[src/hw/rtl/mf3_ram.sv]
`timescale 1ns / 1ps

// Simple dual-port RAM, one write and one registered read port.
// A read of the address being written returns the old contents.
module mf3_ram #(
   parameter int WIDTH = 8,
   parameter int DEPTH = 256
) (
   input  logic                     clock,
   input  logic                     wr_en,
   input  logic [$clog2(DEPTH)-1:0] wr_addr,
   input  logic [WIDTH-1:0]         wr_data,
   input  logic                     rd_en,
   input  logic [$clog2(DEPTH)-1:0] rd_addr,
   output logic [WIDTH-1:0]         rd_data
);

   logic [WIDTH-1:0] mem_ff [DEPTH];
   logic [WIDTH-1:0] rd_data_ff;

   always_ff @(posedge clock) begin
      if (wr_en) begin
         mem_ff[wr_addr] <= wr_data;
      end
      if (rd_en) begin
         rd_data_ff <= mem_ff[rd_addr];
      end
   end

   assign rd_data = rd_data_ff;

endmodule

[config.mk]
export PLATFORM = sky130hd
export DESIGN_NAME = mf3_ram
export DESIGN_NICKNAME = d
export VERILOG_FILES = /design/src/hw/rtl/mf3_ram.sv
export SDC_FILE = /design/constraint.sdc
export NUM_CORES = 2
export LEC_CHECK = 0
export BUFFER_PORTS_ARGS = -buffer_cell sky130_fd_sc_hd__buf_2
export CAP_MARGIN = 20
export CORE_MARGIN = 3
export CORE_UTILIZATION = 35
export CTS_BUF_LIST = sky130_fd_sc_hd__clkbuf_8
export DETAILED_ROUTE_END_ITERATION = 7
export GPL_TIMING_DRIVEN = 0
export MAX_ROUTING_LAYER = met4
export SETUP_SLACK_MARGIN = 0.1
export SYNTH_ARGS = -nofsm -noshare
export SYNTH_HDL_FRONTEND = slang
export SYNTH_SLANG_ARGS = --single-unit
export TNS_END_PERCENT = 20
[constraint.sdc]
create_clock -name clock -period 5.3 [get_ports clock]
set_input_delay 0.265 -clock clock [delete_from_list [all_inputs] [get_ports clock]]
set_output_delay 0.265 -clock clock [all_outputs]
set_load 0.01 [all_outputs]
Word level (Yosys, flattened, before mapping)
Memory sizes are Yosys's and may differ from the RTL's. A register that Yosys moved wholly into a read port is not among the register bits.
Index checks and enable logic that the tools add are counted.
{"block": "op_classes", "n_mux": 2}
{"cell": "$mux 1", "count": 2}
{"block": "word_totals", "regBits": 0, "ram_bits": 2048, "inputBits": 27, "out_inout_bits": 8, "word_cells": 3, "n_memories": 1}
{"name": "mem_ff", "depth": 256, "width": 8, "rd": 1, "rd_ports_with_merged_regs": 1, "wr": 1, "line": "18", "text": "logic [WIDTH-1:0] mem_ff [DEPTH];"}

Depth between registers and ports, before layout
{"block": "depth", "word_depth": 2, "depth_mapped": 11, "depth_no_buf": 6}

Worst setup path after synthesis
OpenSTA, ideal clock, no wires.
{"block": "synth_path", "kind": "input to register", "start": "input port rd_addr[0]", "end": "register rd_data_ff[2] (netlist: rd_data[2]), read port of mem_ff (data pin)", "setup_ns": 0.269, "arrival_ns": 2.072, "t_required_ns": 5.031, "setup_slack_ns": 2.959, "cell_stages": 9, "path_buffers": 4, "cell_sequence": "buf_6 buf_12 buf_8 buf_2 mux4_2 a22oi_1 a21oi_1 nor4_1 nor4_2"}
{"item": "start: declaration", "line": "14", "text": "input logic [$clog2(DEPTH)-1:0] rd_addr,"}
{"item": "end: declaration", "line": "19", "text": "logic [WIDTH-1:0] rd_data_ff;"}

==> out/qor.csv <==
stage,metric,value,unit
flow_run,cap_violations,0,
floorplanning,ios,35,
critical_path,critPathMaxFanout,10,
timing,slew_viol_final,0,
floorplanning,die_x,483.0,um
synth,yosys_warnings,0,
timing,tightest_slew,1.283,ns
synth,syn_nets,3760,
timing,setup_viol,0,
synth,synthSimpleGateAreaFrac,2.625,%
timing,fmax,268.2,MHz
floorplanning,fp.coreArea,225500,sq um
synth,synth_edf_count,2056,
critical_path,crit_required,6.05,ns
detailed_routing,drt_iter0_drc,6425,
timing,finalHoldViolCount,0,
critical_path,crit_type,in -> reg,
synth,syn-cell-area,79640,sq um
clock_tree,clockRootBuffer,clkbuf_8,
finish,final_cell_mix,"2056 x edfxtp_1, 454 x mux4_2, 354 x clkbuf_8",
run_status,status,"finished, final reports clean",
detailed_routing,wl_per_cell,33.31,um
synth,yosysSeqAreaShare,77.53,%
critical_path,reg2reg_depth,6,
timing,timing.final.crit_share,70.35,%
detailed_routing,firstDrtPassIters,8,
clock_tree,cts_max_path_buffers,4,
synth,async_flop_share,0,%
global_route,overflow,0,
floorplanning,chipHeight,483.0,um
clock_tree,post_cts_resize_count,0,
synth,ys.flop_type,edfxtp_1,
pwr,vdd_drop_max,194.5,uV
timing,slew_headroom,14.27,%
detailed_routing,vias,42630,
global_route,use_met1,27.88,%
timing,holdWs,0.1311,ns
timing,finalClockSkew,0.08029,ns
timing,setup_tns,0,ns
finish,area_growth,13.58,%
finish,finish.net_count,4188,
finish,layout_commonest_cell,edfxtp_1,
global_route,grt_most_used_layer,met2,
critical_path,arrival,4.48,ns
finish,finalInstanceArea,90450,sq um
global_route,grt_max_degree,165,
clock_tree,insertion_delay,1.05,ns
detailed_routing,drc,0,
critical_path,r2r_slack,1.64,ns
clock_tree,cts_max_level,5,
critical_path,startpoint_type,primary input,
floorplanning,rows,174,
global_route,grtUsageMet2,32.19,%
timing,fin_ws,1.572,ns
synth,synthAdderAreaFrac,0,%
clock_tree,cts_tree,built,
clock_tree,clkTransAtPathRegs,0.06,ns
placement,dp_slack,0.6346,ns
synth,synthMuxAreaShare,14.60,%
placement,gp_congestion,0.9560,
placement,numPortBuffers,27,
pwr,p_leak,0.02808,uW
synth,syn_inst,3733,
synth,yosysUniqueCellTypes,54,
synth,avgSynthCellArea,21.33,sq um
clock_tree,cts.sinks,2056,
synth,synth_xor_area_share,0,%
synth,synth_top_family_by_area,multiplexers,
global_route,antenna_found_initial,25,
clock_tree,cts_buffers,349,
global_route,grt.met3_usage,4.998,%
floorplanning,initial_core_util,35.31,%
detailed_routing,routed_wl,247000,um
detailed_routing,viasPerCell,5.749,
placement,hpwl,162200,um
synth,synth-compound-area-share,3.416,%
critical_path,crit_path_end_kind,flop,
floorplanning,dieArea,233300,sq um
timing,post-route-min-period,3.728,ns
placement,dpl-instance-area,84370,sq um
detailed_routing,ant_nets,0,
finish,nFillCells,20060,
finish,drive_above_1_share,23.84,%
global_route,grt_pass1_vias,41650,
global_route,grt_usage,21.28,%
pwr,cellPowerDensity,359.2,nW/um^2
timing,rsz0062_at_grt,no,
synth,ys_seq_elements,2056,
min_path,worstHoldPathCells,3,
min_path,worstHoldPathType,in -> reg,
global_route,grt_pass1_wl,336600,um
## synthesized netlist by cell type (16+ instances only)
cell type	n	area [sq um]
a211oi_1	16	120.1
a21oi_1	96	480.5
a22oi_1	133	998.5
buf_1	22	82.58
buf_2	31	155.2
buf_4	27	202.7
buf_6	21	236.5
clkbuf_1	111	416.7
edfxtp_1	2056	61740
mux2i_1	134	1341
mux4_2	454	10220
nand2_1	33	123.9
nand3_1	34	170.2
nor2_1	282	1059
nor2b_1	31	193.9
nor3_1	22	110.1
nor4_1	24	150.1
o221ai_1	46	402.9
o22ai_1	28	175.2
## kinds of logic (layout without fill, tap and decap cells)
family,Yosys count,in the layout
buffers and inverters,235,906
AOI/OAI and AO/OA,385,385
muxes,591,591
other,0,19
and+or+nand+nor,466,466
DFF,2056,2056
## worst max-delay path, cell delays in order
cell	delay [ns]
buf_2	0.16
buf_4	0.21
buf_4	0.40
clkbuf_1	0.67
mux4_2	0.41
a221oi_1	1.01
o32ai_1	0.36
nor3_1	0.77
nor4_1	0.19
## cell type report
type                            count  area [sq um]  share of cell area [%]
Buffer                            233          1476                   1.632
Clock buffer                      354          4872                   5.387
Antenna cell                       19         47.55                 0.05257
Tap cell                         2992          3744                   4.139
Clock inverter                    240          1041                   1.151
Inverter                            2         7.507                0.008300
Multi-Input combinational cell   1442         16470                   18.20
Sequential cell                  2056         61740                   68.26
Timing Repair Buffer               77          1057                   1.169
## stage by stage
step	instances	total power, uW	util, %
global route	7404	33390	40.09
detailed placement	6790	20200	37.41
CTS	7393	32610	40.07
finish	7415	32490	40.10
floorplan	3733	19160	-
global placement	6752	20180	37.03
## report_power, final
group | internal [uW] | switching, uW | leakage [uW]
combinational | 599 | 1340 | 0.00610
clock | 6300 | 6290 | 0.00350
sequential | 17900 | 17.5 | 0.0185
total | 24800 | 7650 | 0.0281
## path summary, 6_finish.rpt
| path | from | end |
|---|---|---|
| max | rd_addr[1] | rd_data[5]$_DFFE_PP_ |
| min | wr_addr[1] | mem_ff[243][4]$_DFFE_PP_ |
| max reg2reg | mem_ff[83][3]$_DFFE_PP_ | rd_data[3]$_DFFE_PP_ |
| min reg2reg | mem_ff[150][2]$_DFFE_PP_ | rd_data[2]$_DFFE_PP_ |
## routing by layer
metal / up-vias / part of all wire [%]
met4: 0 / 4.3
met3: 575 / 11
met1: 22680 / 39
met5: - / 0
li1: 16640 / -
met2: 2736 / 47
## state kept, by name (all words and copies together), names as in the netlist
register  cells
rd_data       8
mem_ff     2048
## repair_timing
action                                 in CTS  in global routing
hold buffers                                9                  0
endpoints found under the hold margin     905                  0
setup buffers                               0                  0
Power figures use the tool's default switching activity.
