--- src/hw/rtl/mf3_pkg.sv ---
`timescale 1ns / 1ps

package mf3_pkg;

   // Frame geometry
   localparam int MAX_WIDTH     = 2048;
   localparam int COL_W         = $clog2(MAX_WIDTH);
   localparam int FRAME_WIDTH_W = 12;
   localparam int FRAME_HEIGHT_W = 16;
   localparam int ROW_W         = 16;
   localparam int OUT_COL_W     = 11;
   localparam int PIX_W         = 8;
   // compare width for column arithmetic (column + 1 against width)
   localparam int CMP_W = (COL_W + 1 > FRAME_WIDTH_W) ? COL_W + 1 : FRAME_WIDTH_W;

   localparam logic [FRAME_WIDTH_W-1:0]  FRAME_WIDTH_RST  = FRAME_WIDTH_W'(640);
   localparam logic [FRAME_HEIGHT_W-1:0] FRAME_HEIGHT_RST = FRAME_HEIGHT_W'(480);

   // Configuration register indexes
   localparam int CSR_ADDR_W = 1;
   localparam int CSR_DATA_W = 16;
   localparam logic [CSR_ADDR_W-1:0] CSR_FRAME_WIDTH  = 1'b0;
   localparam logic [CSR_ADDR_W-1:0] CSR_FRAME_HEIGHT = 1'b1;

   // Window and result queue
   localparam int WIN_N       = 9;
   localparam int MAX_RESULTS = 3;
   localparam int PUSH_CNT_W  = $clog2(MAX_RESULTS + 1);
   localparam int QUEUE_DEPTH = 8;
   localparam int QPTR_W      = $clog2(QUEUE_DEPTH);
   localparam int QCNT_W      = $clog2(QUEUE_DEPTH + 1);

   // Stream widths
   localparam int REQ_TDATA_W = 8;
   localparam int RSP_FIELDS_W = PIX_W + ROW_W + OUT_COL_W;
   localparam int RSP_TDATA_W = ((RSP_FIELDS_W + 7) / 8) * 8;

   typedef logic [PIX_W-1:0] pixel_type;
   typedef pixel_type [WIN_N-1:0] window_type;

   typedef struct packed {
      logic                 last_frame;
      logic                 last_item;
      logic [OUT_COL_W-1:0] col;
      logic [ROW_W-1:0]     row;
      pixel_type            pixel;
   } rsp_item_type;

   typedef rsp_item_type [MAX_RESULTS-1:0] rsp_group_type;

   // Position flags worked out when a pixel is taken in
   typedef struct packed {
      logic row_ge1;
      logic col_ge1;
      logic interior;
      logic last_col;
      logic last_row;
   } pos_flags_type;

   function automatic pixel_type min2(input pixel_type a, input pixel_type b);
      return (a < b) ? a : b;
   endfunction

   function automatic pixel_type max2(input pixel_type a, input pixel_type b);
      return (a < b) ? b : a;
   endfunction

   function automatic pixel_type min3(input pixel_type a, input pixel_type b,
                                      input pixel_type c);
      return min2(min2(a, b), c);
   endfunction

   function automatic pixel_type max3(input pixel_type a, input pixel_type b,
                                      input pixel_type c);
      return max2(max2(a, b), c);
   endfunction

   function automatic pixel_type med3(input pixel_type a, input pixel_type b,
                                      input pixel_type c);
      return max2(min2(a, b), min2(max2(a, b), c));
   endfunction

endpackage

--- src/hw/rtl/mf3_median.sv ---
`timescale 1ns / 1ps

// Exact median of a 3x3 window: sort each column, then take the median of
// (largest low, median of mids, smallest high).
module mf3_median (
   input  mf3_pkg::window_type win,
   output mf3_pkg::pixel_type  median
);
   import mf3_pkg::*;

   pixel_type lo  [3];
   pixel_type mid [3];
   pixel_type hi  [3];

   // per-column sort
   always_comb begin
      for (int j = 0; j < 3; j++) begin
         lo[j]  = min3(win[3*j], win[3*j+1], win[3*j+2]);
         mid[j] = med3(win[3*j], win[3*j+1], win[3*j+2]);
         hi[j]  = max3(win[3*j], win[3*j+1], win[3*j+2]);
      end
   end

   assign median = med3(max3(lo[0], lo[1], lo[2]),
                        med3(mid[0], mid[1], mid[2]),
                        min3(hi[0], hi[1], hi[2]));

endmodule

--- config.mk ---
export PLATFORM = sky130hd
export DESIGN_NAME = mf3_median
export DESIGN_NICKNAME = d
export VERILOG_FILES = /design/src/hw/rtl/mf3_pkg.sv /design/src/hw/rtl/mf3_median.sv
export SDC_FILE = /design/constraint.sdc
export NUM_CORES = 1
export LEC_CHECK = 0
export BUFFER_PORTS_ARGS = -buffer_cell sky130_fd_sc_hd__buf_2
export CAP_MARGIN = 10
export CORE_MARGIN = 4
export CORE_UTILIZATION = 43
export DETAILED_ROUTE_END_ITERATION = 8
export SYNTH_ARGS = -nofsm -noshare
export SYNTH_HDL_FRONTEND = slang
export SYNTH_SLANG_ARGS = --single-unit
export TNS_END_PERCENT = 50
--- constraint.sdc ---
create_clock -name vclk -period 33.4
set_clock_uncertainty 0.1 [all_clocks]
set_input_delay 8.35 -clock vclk [all_inputs]
set_output_delay 8.35 -clock vclk [all_outputs]
set_load 0.02 [all_outputs]
; ---- After elaboration in Yosys (flattened, before gate mapping)
; Cells that the tools add are included.
[op_classes]
n_reduce_logical = 0
muxes = 30
magnitude_cmp = 22
shifts = 0
n_mul = 0
n_div = 0
bitwise = 0
n_eq_ne = 0
addsub = 0
[op_table]
columns = cell, count
row1 = 8-bit 2-to-1 mux, 30
row2 = 8-bit less-than comparator, 22
[totals]
mem_bits_rw = 0
word_cells = 52
inputBits = 72
latch_bits = 0
memories = 0
regBits = 0
output_inout_bits = 8
rom_bits = 0

; ---- Depth between registers and ports, before layout
[depth]
ltp_word = 18
ltp_mapped = 98
ltp_nobuf = 88

; ---- Least setup slack after synthesis
; OpenSTA, ideal clock, no wires.
[synth_timing]
path_type = input to output
startpoint = in win[33] in the netlist's numbering
endpoint = out median[0]
arrival_time_ps = 24713
required_ps = 24950
path_stages = 86
setup_slack_ps = 237
path_cell_list = inv_1 -> ha_1 -> a2111o_1 -> a31oi_1 -> nor2_1 -> clkbuf_1 -> o21ai_0 -> ha_1 -> a211oi_1 -> o21ai_0 -> a21oi_1 -> and2_1 -> buf_6 -> clkbuf_1 -> nor2_1 -> a21oi_1 -> ha_1 -> a21o_1 -> [50 not listed] -> a31o_2 -> and2_1 -> ha_1 -> a21o_1 -> a21oi_1 -> o21ai_0 -> o41a_2 -> buf_6 -> mux2_1 -> ha_1 -> a21o_1 -> a21o_1 -> a21oi_1 -> nand3_1 -> o31ai_4 -> buf_4 -> a21oi_1 -> nor4_2
[synth_between]
elab_chain_len = 18
[synth_rtl]
columns = element, line
row1 = start: declaration, mf3_median.sv:6  ; input mf3_pkg::window_type win,
row2 = 8-bit less-than comparator, "mf3_pkg.sv:61, mf3_pkg.sv:65"
row3 = 8-bit 2-to-1 mux, mf3_pkg.sv:65  ; return (a < b) ? b : a;
row4 = 8-bit less-than comparator, "mf3_pkg.sv:61, mf3_pkg.sv:65"
row5 = 8-bit 2-to-1 mux, mf3_pkg.sv:61  ; return (a < b) ? a : b;
row6 = 8-bit less-than comparator, mf3_pkg.sv:65
row7 = 8-bit 2-to-1 mux, mf3_pkg.sv:65
row8 = 8-bit less-than comparator, "mf3_pkg.sv:61, mf3_pkg.sv:65"
row9 = 8-bit 2-to-1 mux, mf3_pkg.sv:65
row10 = [2 not listed], n/a
row11 = 8-bit less-than comparator, mf3_pkg.sv:65
row12 = 8-bit 2-to-1 mux, mf3_pkg.sv:65
row13 = 8-bit less-than comparator, "mf3_pkg.sv:61, mf3_pkg.sv:65"
row14 = 8-bit 2-to-1 mux, mf3_pkg.sv:65
row15 = 8-bit less-than comparator, mf3_pkg.sv:61
row16 = 8-bit 2-to-1 mux, mf3_pkg.sv:61
row17 = 8-bit less-than comparator, mf3_pkg.sv:65
row18 = 8-bit 2-to-1 mux (*), mf3_pkg.sv:65
row19 = end: declaration, mf3_median.sv:7  ; output mf3_pkg::pixel_type median
; Mark *: on every way between the ends. The rest lies on a longest branch, timed or not.

; ---- Worst setup path in the final report
; Same ends and word-level chain as after synthesis.

==> out/qor.txt <==
GRT Resource Usage Total: 22.31%
crit path from: win[33]
nets: 1351
via/cell ratio: 5.736
drt pass-1 iters: 6
Final Wtd Congestion: 0.8957
Pins Over Slew Limit: 0
Post-Place Cell Area: 7971 µm²
# clk buffers: 0
hold path depth: 6
CP Class: in2out
worst path arrival time: 23.78 ns
fin crit share: 96.49%
area grow syn2layout: 13.04%
Hold Vio Cnt, Final: 0
first-pass GRT wire length: 34.49 mm
Period minus WS final: 32.23 ns
antenna violations before repair: 0
die width: 137.2 µm
Synth Net Count: 1257
Max stage delay on crit path: 0.52 ns
FMAX: 0.03103 GHz
synthesized area: 7178 µm²
Slowest cell on crit path: o41a_4
vias in the first global route: 6941
diodes inserted: 0
max-cap violations: 0
WL final: 21.67 mm
Slew @ Worst Pin: 1.137 ns
Residual DRC: 0
hold path start: win[68]
setup violators final: 0
DRT iter0 DRCs: 411
Fill cells: 1667
number of hold buffers added after CTS: 0
antenna-violating nets left: 0
num rows: 46
seq_cells: 0
Max transition margin: 23.96%
sequential area share after synthesis: 0%
Max Fanout on Critical Path: 14
pin count of the biggest net entering global routing: 18
layout cell share with drive strength beyond 1: 16.80%
worst hold path endpoint: median[4]
CP Capture Type: output pin
# IOs: 80
IO buf count: 80
count of cell types in the netlist: 83
GRT overflow: 0
detailed placement HPWL: 19.01 mm
crit-path most repeated cell: ha_1
DR WL/cell: 16.08 µm
post-route cell area: 8114 µm²
Synth Warn #: 0
startpoint class of the critical path: primary input
Die ar.: 18820 µm²
FF+latch area: 0 µm²
outcome: completed
CP required: 24.95 ns
Syn Area/Cell: 6.909 µm²
effective utilization at floorplan: 44.54%
Core Area: 16120 µm²
Via Count: 7727
post-synthesis cell count: 1039
Die H: 137.2 µm
worst min path class: in2out
-- through the flow --
step | TNS, ns | utilization, % | setup slack, ns | std cells | hold slack, ns
floorplan | 0 | - | 0.2368 | 1039 | 17.15
global placement | 0 | 49.46 | 0.2376 | 1339 | 17.47
detailed placement | -0.1608 | 49.46 | -0.06430 | 1339 | 17.48
CTS | 0 | 49.48 | 0.006350 | 1339 | 17.49
global route | -0.07482 | 50.35 | -0.03796 | 1347 | 17.58
finish | 0 | 50.35 | 1.174 | 1347 | 17.46
-- per-layer routing --
metal / GRT usage (%) / vias to the layer above / share of wire [%]
li1: - / 4012 / -
met1: 32.34 / 3504 / 49
met2: 37.68 / 192 / 45
met3: 0.6574 / 19 / 3.9
met4: 3.104 / 0 / 1.7
met5: 0 / - / 0
-- placed cells by master (no fill, tap or decap), types with 4 or more instances in the layout --
master,count
ha_1,146
nand2_1,123
o21ai_0,110
inv_1,105
a21oi_1,83
mux2i_1,80
buf_2,79
nor2_1,58
buf_4,43
a21o_1,28
mux2_2,23
nand3_1,21
o21ai_1,19
o21a_1,14
nand2b_1,13
nand4_1,13
a211oi_1,9
a211o_1,8
o211ai_1,8
nor2b_1,8
and3_1,7
nor3_1,6
a21oi_2,6
maj3_1,5
a21boi_0,5
o21ai_2,5
o211a_1,4
a31oi_1,4
o31ai_1,4
nor4_1,4
a221oi_1,4
-- Yosys cell counts (all sizes together), types with 4 or more instances --
| library cell | instances | share of area [%] |
|---|---|---|
| clkbuf | 21 | 1.1 |
| nand2 | 124 | 6.5 |
| o21ai | 134 | 9.4 |
| nand2b | 13 | 1.1 |
| nor4 | 5 | 0.52 |
| nor2 | 63 | 3.6 |
| nor2b | 9 | 0.78 |
| a211o | 8 | 0.98 |
| a21oi | 89 | 6.3 |
| inv | 105 | 5.5 |
| o21a | 14 | 1.5 |
| a31oi | 6 | 0.52 |
| a221oi | 4 | 0.49 |
| a2111oi | 4 | 0.63 |
| mux2i | 80 | 11 |
| a211oi | 10 | 1.1 |
| nand3 | 22 | 1.5 |
| mux2 | 26 | 4.1 |
| o211a | 5 | 0.70 |
| a21boi | 7 | 0.73 |
| ha | 146 | 25 |
| nor3 | 7 | 0.49 |
| buf | 9 | 0.84 |
| a21o | 28 | 2.9 |
| or2 | 6 | 0.52 |
| o211ai | 8 | 0.84 |
| and3 | 8 | 0.77 |
| nand4 | 13 | 1.1 |
| maj3 | 5 | 0.70 |
| and2 | 5 | 0.44 |
| o31ai | 7 | 1.2 |
| a31o | 4 | 0.49 |
-- critical path: cells and delay by family --
family | cells | cell delay, ns
AOI/OAI and AO/OA | 41 | 7.76
adders and majority gates | 9 | 2.55
buffers and inverters | 9 | 1.23
muxes | 3 | 0.74
and+or+nand+nor | 23 | 3.12
-- layout make-up --
cell class	count	area (µm²)	share of cell area, %
multi-input cells	904	6731	82.96
repair buffers	122	718.2	8.851
inverters	105	394.1	4.857
well taps	216	270.3	3.331
-- cell families after synthesis --
| family | count (synthesis) | share of synthesized area [%] |
|---|---|---|
| adder cells (fa/ha/maj) | 151 | 26.15 |
| XOR/XNOR | 2 | 0.2441 |
| multiplexers | 106 | 15.23 |
| AND/OR/NAND/NOR | 289 | 18.93 |
| AO/OA/AOI/OAI | 356 | 32.02 |
| buffers and inverters | 135 | 7.425 |
-- how the worst max path moves through the flow --
stage | end | slack (ns) | depth (start not counted)
3_3_place_gp | median[5] | 0.24 | 83
2_1_floorplan | median[0] | 0.24 | 86
5_1_grt | median[0] | -0.04 | 93
3_5_place_dp | median[7] | -0.06 | 83
6_report | median[0] | 1.17 | 85
4_1_cts | median[7] | 0.006 | 84
-- repair_timing --
action,CTS,global route
pin swaps,0,7
gates resized for setup,3,37
buffers inserted,0,8
endpoints found under the setup margin,5,8
Power is not shown: default switching activity piles up to over one toggle a cycle in this logic, so the estimate is an artifact.
